===== src/sv/clut_pixel_color_mapper_unit_assert.svh =====
// assertion macros for the colour lookup mapper
`ifndef CLUT_PIXEL_COLOR_MAPPER_UNIT_ASSERT_SVH
`define CLUT_PIXEL_COLOR_MAPPER_UNIT_ASSERT_SVH

// implication in the same cycle
`define CPCM_ASSERT_NOW(label, ante, cons) \
    label: assert property (@(posedge i_clk) disable iff (!i_rst_n) (ante) |-> (cons)) \
        else $error("cpcm assertion failed");

// implication in the next cycle
`define CPCM_ASSERT_NEXT(label, ante, cons) \
    label: assert property (@(posedge i_clk) disable iff (!i_rst_n) (ante) |=> (cons)) \
        else $error("cpcm assertion failed");

`endif


===== src/sv/cpcm_pkg.sv =====
// shared constants and colour conversion functions for the colour lookup mapper
package cpcm_pkg;

    localparam int CPCM_TABLE_ENTRIES = 32;

    localparam logic [1:0] FMT_1555 = 2'd0;
    localparam logic [1:0] FMT_565  = 2'd1;
    localparam logic [1:0] FMT_8888 = 2'd2;

    localparam logic [1:0] CFG_OUT_FORMAT   = 2'd0;
    localparam logic [1:0] CFG_BIT15_BYPASS = 2'd1;
    localparam logic [1:0] CFG_FORCE_FIXED  = 2'd2;
    localparam logic [1:0] CFG_DMA_ENABLE   = 2'd3;

    localparam logic [2:0] KIND_ALL   = 3'd0;
    localparam logic [2:0] KIND_BLUE  = 3'd1;
    localparam logic [2:0] KIND_GREEN = 3'd2;
    localparam logic [2:0] KIND_RED   = 3'd3;
    localparam logic [2:0] KIND_BG    = 3'd7;

    function automatic logic [31:0] f_encode8(input logic [1:0] fmt, input logic [7:0] r,
                                              input logic [7:0] g, input logic [7:0] b);
        logic [31:0] res;
        case (fmt)
            FMT_1555: res = {17'd0, r[7:3], g[7:3], b[7:3]};
            FMT_565:  res = {16'd0, r[7:3], g[7:2], b[7:3]};
            default:  res = {8'd0, r, g, b};
        endcase
        return res;
    endfunction

    function automatic logic [31:0] f_expand(input logic [1:0] fmt, input logic [15:0] p);
        logic [31:0] res;
        case (fmt)
            FMT_1555: res = {17'd0, p[14:0]};
            FMT_565:  res = {16'd0, p[14:5], 1'b0, p[4:0]};
            default:  res = {8'd0, p[14:10], 3'd0, p[9:5], 3'd0, p[4:0], 3'd0};
        endcase
        return res;
    endfunction

endpackage


===== src/sv/cpcm_table.sv =====
// one colour channel lookup table: synchronous memory with per-entry valid bits
module cpcm_table import cpcm_pkg::*; #(
    parameter int TABLE_ENTRIES = CPCM_TABLE_ENTRIES
) (
    input  logic                             i_clk,
    input  logic                             i_rst_n,
    input  logic                             i_we,
    input  logic [$clog2(TABLE_ENTRIES)-1:0] i_waddr,
    input  logic [7:0]                       i_wdata,
    input  logic                             i_re,
    input  logic [$clog2(TABLE_ENTRIES)-1:0] i_raddr,
    output logic [7:0]                       o_rdata
);

    logic [7:0]               r_mem [TABLE_ENTRIES];
    logic [TABLE_ENTRIES-1:0] r_vld;
    logic [7:0]               r_rdata;
    logic                     r_rvld;

    always_ff @(posedge i_clk) begin
        if (i_we) begin
            r_mem[i_waddr] <= i_wdata;
        end
        if (i_re) begin
            r_rdata <= r_mem[i_raddr];
        end
    end

    // entries not yet written read as zero
    always_ff @(posedge i_clk) begin
        if (!i_rst_n) begin
            r_vld  <= '0;
            r_rvld <= 1'b0;
        end else begin
            if (i_re) begin
                r_rvld <= r_vld[i_raddr];
            end
            if (i_we) begin
                r_vld[i_waddr] <= 1'b1;
            end
        end
    end

    assign o_rdata = r_rvld ? r_rdata : 8'd0;

endmodule


===== src/sv/clut_pixel_color_mapper_unit.sv =====
// colour lookup mapper top level: request decode, table memories and result pipeline
// pixel path: accepted requests pass stage r_s1, then output register r_o; i_stall can hold them
// throughput: one request per cycle when o_stall is low, pixels and colour words mixed; colour words give no result
// table reads register at the accepting edge, the conversion is registered once the output stage is free
// reset: tables read as zero, background word zero, format xrgb8888, dma on, other modes off
// reset is synchronous and active low; no clearing pass follows
module clut_pixel_color_mapper_unit import cpcm_pkg::*; #(
    parameter int TABLE_ENTRIES = CPCM_TABLE_ENTRIES
) (
    input  logic        i_clk,
    input  logic        i_rst_n,
    input  logic        i_valid,
    output logic        o_stall,
    input  logic        i_mode,
    input  logic [15:0] i_pixel,
    input  logic [31:0] i_ctrl_word,
    output logic        o_valid,
    input  logic        i_stall,
    output logic [31:0] o_color,
    input  logic        i_cfg_we,
    input  logic [1:0]  i_cfg_idx,
    input  logic [1:0]  i_cfg_data
);

    `include "clut_pixel_color_mapper_unit_assert.svh"

    localparam int AW = $clog2(TABLE_ENTRIES);

    logic [1:0]  r_out_fmt;
    logic        r_bypass;
    logic        r_force;
    logic        r_dma;
    logic [31:0] r_bg;

    logic        r_s1_valid;
    logic [15:0] r_s1_pix;
    logic        r_o_valid;
    logic [31:0] r_o_color;

    logic        s2_free;
    logic        in_acc;
    logic        pix_acc;
    logic        word_acc;
    logic [2:0]  kind;
    logic [4:0]  pix_r;
    logic [4:0]  pix_g;
    logic [4:0]  pix_b;
    logic [4:0]  word_addr;
    logic        we_r;
    logic        we_g;
    logic        we_b;
    logic [7:0]  rd_r;
    logic [7:0]  rd_g;
    logic [7:0]  rd_b;
    logic [31:0] n_color;

    assign s2_free  = !r_o_valid || !i_stall;
    assign o_stall  = r_s1_valid && !s2_free;
    assign in_acc   = i_valid && !o_stall;
    assign pix_acc  = in_acc && !i_mode;
    assign word_acc = in_acc && i_mode;

    assign kind      = i_ctrl_word[31:29];
    assign word_addr = i_ctrl_word[28:24];
    assign pix_r     = i_pixel[14:10];
    assign pix_g     = i_pixel[9:5];
    assign pix_b     = i_pixel[4:0];

    assign we_r = word_acc && (kind == KIND_ALL || kind == KIND_RED);
    assign we_g = word_acc && (kind == KIND_ALL || kind == KIND_GREEN);
    assign we_b = word_acc && (kind == KIND_ALL || kind == KIND_BLUE);

    cpcm_table #(.TABLE_ENTRIES(TABLE_ENTRIES)) u_red (
        .i_clk   (i_clk),
        .i_rst_n (i_rst_n),
        .i_we    (we_r),
        .i_waddr (word_addr[AW-1:0]),
        .i_wdata (i_ctrl_word[23:16]),
        .i_re    (pix_acc),
        .i_raddr (pix_r[AW-1:0]),
        .o_rdata (rd_r)
    );

    cpcm_table #(.TABLE_ENTRIES(TABLE_ENTRIES)) u_green (
        .i_clk   (i_clk),
        .i_rst_n (i_rst_n),
        .i_we    (we_g),
        .i_waddr (word_addr[AW-1:0]),
        .i_wdata (i_ctrl_word[15:8]),
        .i_re    (pix_acc),
        .i_raddr (pix_g[AW-1:0]),
        .o_rdata (rd_g)
    );

    cpcm_table #(.TABLE_ENTRIES(TABLE_ENTRIES)) u_blue (
        .i_clk   (i_clk),
        .i_rst_n (i_rst_n),
        .i_we    (we_b),
        .i_waddr (word_addr[AW-1:0]),
        .i_wdata (i_ctrl_word[7:0]),
        .i_re    (pix_acc),
        .i_raddr (pix_b[AW-1:0]),
        .o_rdata (rd_b)
    );

    // pixel decision in priority order
    always_comb begin
        if (!r_dma) begin
            n_color = 32'd0;
        end else if (r_force) begin
            n_color = f_expand(r_out_fmt, r_s1_pix);
        end else if (r_s1_pix == 16'd0) begin
            if (r_out_fmt == FMT_1555 || r_out_fmt == FMT_565) begin
                n_color = f_encode8(r_out_fmt, r_bg[23:16], r_bg[15:8], r_bg[7:0]);
            end else begin
                n_color = r_bg;
            end
        end else if (r_bypass && r_s1_pix[15]) begin
            n_color = f_expand(r_out_fmt, r_s1_pix);
        end else begin
            n_color = f_encode8(r_out_fmt, rd_r, rd_g, rd_b);
        end
    end

    always_ff @(posedge i_clk) begin
        if (!i_rst_n) begin
            r_out_fmt  <= FMT_8888;
            r_bypass   <= 1'b0;
            r_force    <= 1'b0;
            r_dma      <= 1'b1;
            r_bg       <= 32'd0;
            r_s1_valid <= 1'b0;
            r_o_valid  <= 1'b0;
        end else begin
            if (i_cfg_we) begin
                case (i_cfg_idx)
                    CFG_OUT_FORMAT:   r_out_fmt <= i_cfg_data;
                    CFG_BIT15_BYPASS: r_bypass  <= i_cfg_data[0];
                    CFG_FORCE_FIXED:  r_force   <= i_cfg_data[0];
                    CFG_DMA_ENABLE:   r_dma     <= i_cfg_data[0];
                    default:          r_dma     <= r_dma;
                endcase
            end
            if (word_acc && kind == KIND_BG) begin
                r_bg <= i_ctrl_word;
            end
            if (pix_acc) begin
                r_s1_valid <= 1'b1;
            end else if (s2_free) begin
                r_s1_valid <= 1'b0;
            end
            if (s2_free) begin
                r_o_valid <= r_s1_valid;
            end
        end
    end

    always_ff @(posedge i_clk) begin
        if (pix_acc) begin
            r_s1_pix <= i_pixel;
        end
        if (s2_free && r_s1_valid) begin
            r_o_color <= n_color;
        end
    end

    assign o_valid = r_o_valid;
    assign o_color = r_o_color;

    `CPCM_ASSERT_NEXT(a_word_no_result, word_acc, !r_s1_valid)
    `CPCM_ASSERT_NEXT(a_pixel_staged, pix_acc, r_s1_valid)
    `CPCM_ASSERT_NEXT(a_dma_off_black, s2_free && r_s1_valid && !r_dma,
                      o_valid && o_color == 32'd0)

endmodule

===== config.mk =====
export PLATFORM = sky130hd
export DESIGN_NAME = clut_pixel_color_mapper_unit
export DESIGN_NICKNAME = d
export VERILOG_FILES = /design/src/sv/cpcm_pkg.sv /design/src/sv/cpcm_table.sv /design/src/sv/clut_pixel_color_mapper_unit.sv
export VERILOG_INCLUDE_DIRS = /design/src /design/src/sv
export SDC_FILE = /design/constraint.sdc
export NUM_CORES = 1
export LEC_CHECK = 0
export BUFFER_PORTS_ARGS = -buffer_cell sky130_fd_sc_hd__buf_2
export CAP_MARGIN = 20
export CORE_ASPECT_RATIO = 0.5
export CORE_MARGIN = 2
export CORE_UTILIZATION = 35
export DETAILED_ROUTE_END_ITERATION = 6
export PLACE_DENSITY = 0.57
export SLEW_MARGIN = 15
export SYNTH_ARGS = -nofsm -noshare
export SYNTH_HDL_FRONTEND = slang
export SYNTH_SLANG_ARGS = --single-unit

===== constraint.sdc =====
create_clock -name i_clk -period 7 [get_ports i_clk]
set_clock_uncertainty 0.1 [all_clocks]
set_input_delay 0.35 -clock i_clk [delete_from_list [all_inputs] [get_ports i_clk]]
set_output_delay 0.35 -clock i_clk [all_outputs]
set_load 0.02 [all_outputs]

==> flow_summary.yaml <==
critical_path:
  arrival_ps: 3480
  cp-start-kind: "primary input"
  reg2reg_depth: 5
  startpoint: "i_pixel[5]"
  crit_required_ps: 7330
  worstSetupPathType: "in -> reg"
  r2r-start: "o_valid"
  r2r_end: "u_blue.r_mem[21][5]"
  crit_fanout: 36
  crit_path_end_kind: "flop"
  r2r_setup_slack_ps: 4050
  setup.worst_path.end: "u_green.r_rdata[2]"
power_and_ir_drop:
  sequentialPowerShare: 0.542
  ir_worst_vdd_v: 0.000165
  swShare: 0.218
  clock_power_share: 0.410
  p_int_uw: 9230
  power_density_mw_per_mm2: 270
  switchingPower_uw: 2580
  combPwrFrac: 0.048
  leakage_uw: 0.0139
timing:
  finalHoldViolations: 0
  slew_headroom: 0.272
  setup_viol: 0
  max_freq_mhz: 317
  fin_setup_tns_ps: 0
  fin_hold_ws_ps: 65.0
  drv_slew: 0
  period_share: 0.450
  min_period_ps: 3150
  grt_setup_unrepaired: "false"
  worstMarginPinSlew_ps: 1090
die:
  die_x_um: 473
  die_h_um: 238
  die-area_mm2: 0.113
  fp-row-count: 85
  coreArea_mm2: 0.108
  io_pins: 92
  start_util: 0.355
global_routing:
  grt_pass1_vias: 19700
  track_usage: 0.167
  grt_start_max_net_pins: 83
  grt_overflow: 0
  grt_pass1_wl_um: 137000
  antenna_found_initial: 2
logic_synthesis:
  synth_edf_count: 840
  post_synth_fa_ha_maj_area_fraction: 0
  yosys-top-cells-count: "840 x edfxtp_1, 240 x mux4_2, 141 x nand2_1, 138 x dfxtp_1, 120 x nor2_1"
  avgSynthCellArea_um2: 18.5
  synth_mux_area_frac: 0.172
  synth_ff_type: "edfxtp_1"
  synth.most_common_cell: "edfxtp_1"
  synth_xor_area_frac: 0.000228
  synthArstFlopShare: 0
  syn_area_mm2: 0.0385
  synth_top_area_frac: 0.656
  synth_compound_area_frac: 0.0451
  yosys-top-cells-area: "edfxtp_1 66%, mux4_2 14%, dfxtp_1 7.2%"
  ys_types: 41
  seq_area_frac_synth: 0.727
  syn_nets: 2138
  syn_inst: 2080
  yosys_warnings: 0
  synth_top_family_by_area: "multiplexers"
  synth_simple_gate_area_frac: 0.0399
  synth_seq_cells: 978
  yosys.area.top_type: "edfxtp_1"
final_layout:
  num_antenna_cells: 0
  drive_above_1_share: 0.247
  layout.nets: 2271
  postLayoutCoreUtil: 0.405
  area_growth_syn_to_layout_pct: 13.9
  fillerInstances: 9634
clock_network:
  cts_buffers: 91
  clkLatencyLatePin_ps: 710
  cts_root_buffer: "clkbuf_16"
  cts_tree: "built"
  clockBufferDepth: 3
  cts.clk_slew.worst_paths_ps: 60
  cts_sinks: 978
  cts.htree.levels: 3
drt:
  vias: 19800
  drt_first_pass_iters: 6
  detail_route.iter0.violations: 2346
  route.detailed.drc: 0
  viasPerCell: 5.32
  wirelength_um: 94100
  wl_per_cell_um: 25.3
  antenna_left: 0
place:
  gp_congestion: 0.907
  port_buffers: 91
  hpwl_um: 60000
status:
  status: "finished, final reports clean"
run:
  max_cap_viol_count: 0
hold_path:
  hp-class: "in -> reg"
[power by group through the flow]
stage	clock [µW]	sequential, µW	combinational [µW]
global placement	0	6520	557
CTS	4940	6400	575
floorplan	0	6510	352
global route	5200	6400	614
finish	4840	6400	571
detailed placement	0	6520	566
[cells by family (layout without fill, tap and decap cells)]
group | Yosys count | in the layout
AO/OA/AOI/OAI | 260 | 260
XOR/XNOR | 1 | 1
buffers and inverters | 133 | 343
flip-flops | 978 | 978
multiplexers | 356 | 356
AND/OR/NAND/NOR | 352 | 352
[sequential cells by signal (all words and copies together), names as in the netlist, 8 cells and up]
| signal | flops |
|---|---|
| u_blue.r_rdata | 8 |
| u_blue.r_vld | 32 |
| u_green.r_rdata | 8 |
| u_red.r_rdata | 8 |
| u_green.r_vld | 32 |
| u_red.r_vld | 32 |
| r_s1_pix | 16 |
| u_green.r_mem | 256 |
| o_color | 32 |
| r_bg | 32 |
| u_blue.r_mem | 256 |
| u_red.r_mem | 256 |
[worst min-delay path by stage]
stage                       end  cells after the start              from  slack (ps)
2_1_floorplan          r_bg[29]                      1          r_bg[29]         330
3_3_place_gp           r_bg[29]                      1          r_bg[29]         340
3_5_place_dp   u_green.r_vld[2]                      1  u_green.r_vld[2]         350
4_1_cts             r_s1_pix[9]                      1        i_pixel[9]          10
5_1_grt             r_s1_pix[9]                      1        i_pixel[9]          10
6_report            r_s1_pix[9]                      1        i_pixel[9]          60
[per-stage QoR]
| step | std cells | total power (µW) | area (µm²) | setup slack, ps |
|---|---|---|---|---|
| 2_1_floorplan | 2080 | 6860 | 38500 | 3680 |
| 3_3_place_gp | 3517 | 7080 | 40500 | 3330 |
| 3_5_place_dp | 3528 | 7090 | 40600 | 3330 |
| 4_1_cts | 3718 | 11900 | 43700 | 3940 |
| 5_1_grt | 3725 | 12200 | 43800 | 3720 |
| 6_report | 3725 | 11800 | 43800 | 3850 |
[cell usage in the layout (no fill, tap or decap), types with 4 or more instances in the layout]
cell	n
edfxtp_1	840
mux4_2	240
nand2_1	141
dfxtp_1	136
nor2_1	115
o21a_1	102
clkbuf_16	94
buf_2	87
mux2i_1	83
buf_4	56
o21ai_0	45
a21oi_1	40
mux2_2	33
a21boi_0	30
clkbuf_1	30
nand3_1	21
dlygate4sd3_1	21
and2_1	14
nor2b_1	14
clkinv_2	13
a22oi_1	13
clkbuf_8	12
a31oi_1	10
and3_1	8
nand2b_1	8
clkinv_1	8
nand4_1	7
nor2_2	5
a22o_1	5
clkinv_16	5
nor3b_1	4
nor4_1	4
o22ai_1	4
a211oi_1	4
[cell type report]
cell class              count  area, µm²  area share
clock buffers             136       2630      0.0600
clock inverters            34        312     0.00711
inverters                   3       12.5    0.000286
multi-input cells         969       9910       0.226
flip-flops and latches    978      28000       0.639
well taps                1435       1800      0.0410
repair buffers            170       1170      0.0267
[critical path: stages]
cell           delay (ps)
dlygate4sd3_1         520
buf_4                 330
buf_16                310
buf_4                 560
mux4_2                570
mux4_2                470
mux2_2                260
[layer usage]
layer,GRT usage,part of all wire,up-vias
met2,0.264,0.47,634
met4,0.0328,0.015,0
met5,0,0,-
li1,-,-,8577
met1,0.239,0.45,10500
met3,0.0346,0.066,99
[what timing repair did]
item,4_1_cts,5_1_grt
endpoints found under the hold margin,15,1
hold buffers,20,1
gates resized for setup,0,0
setup buffers,0,0
(Power assumes the default switching activity.)
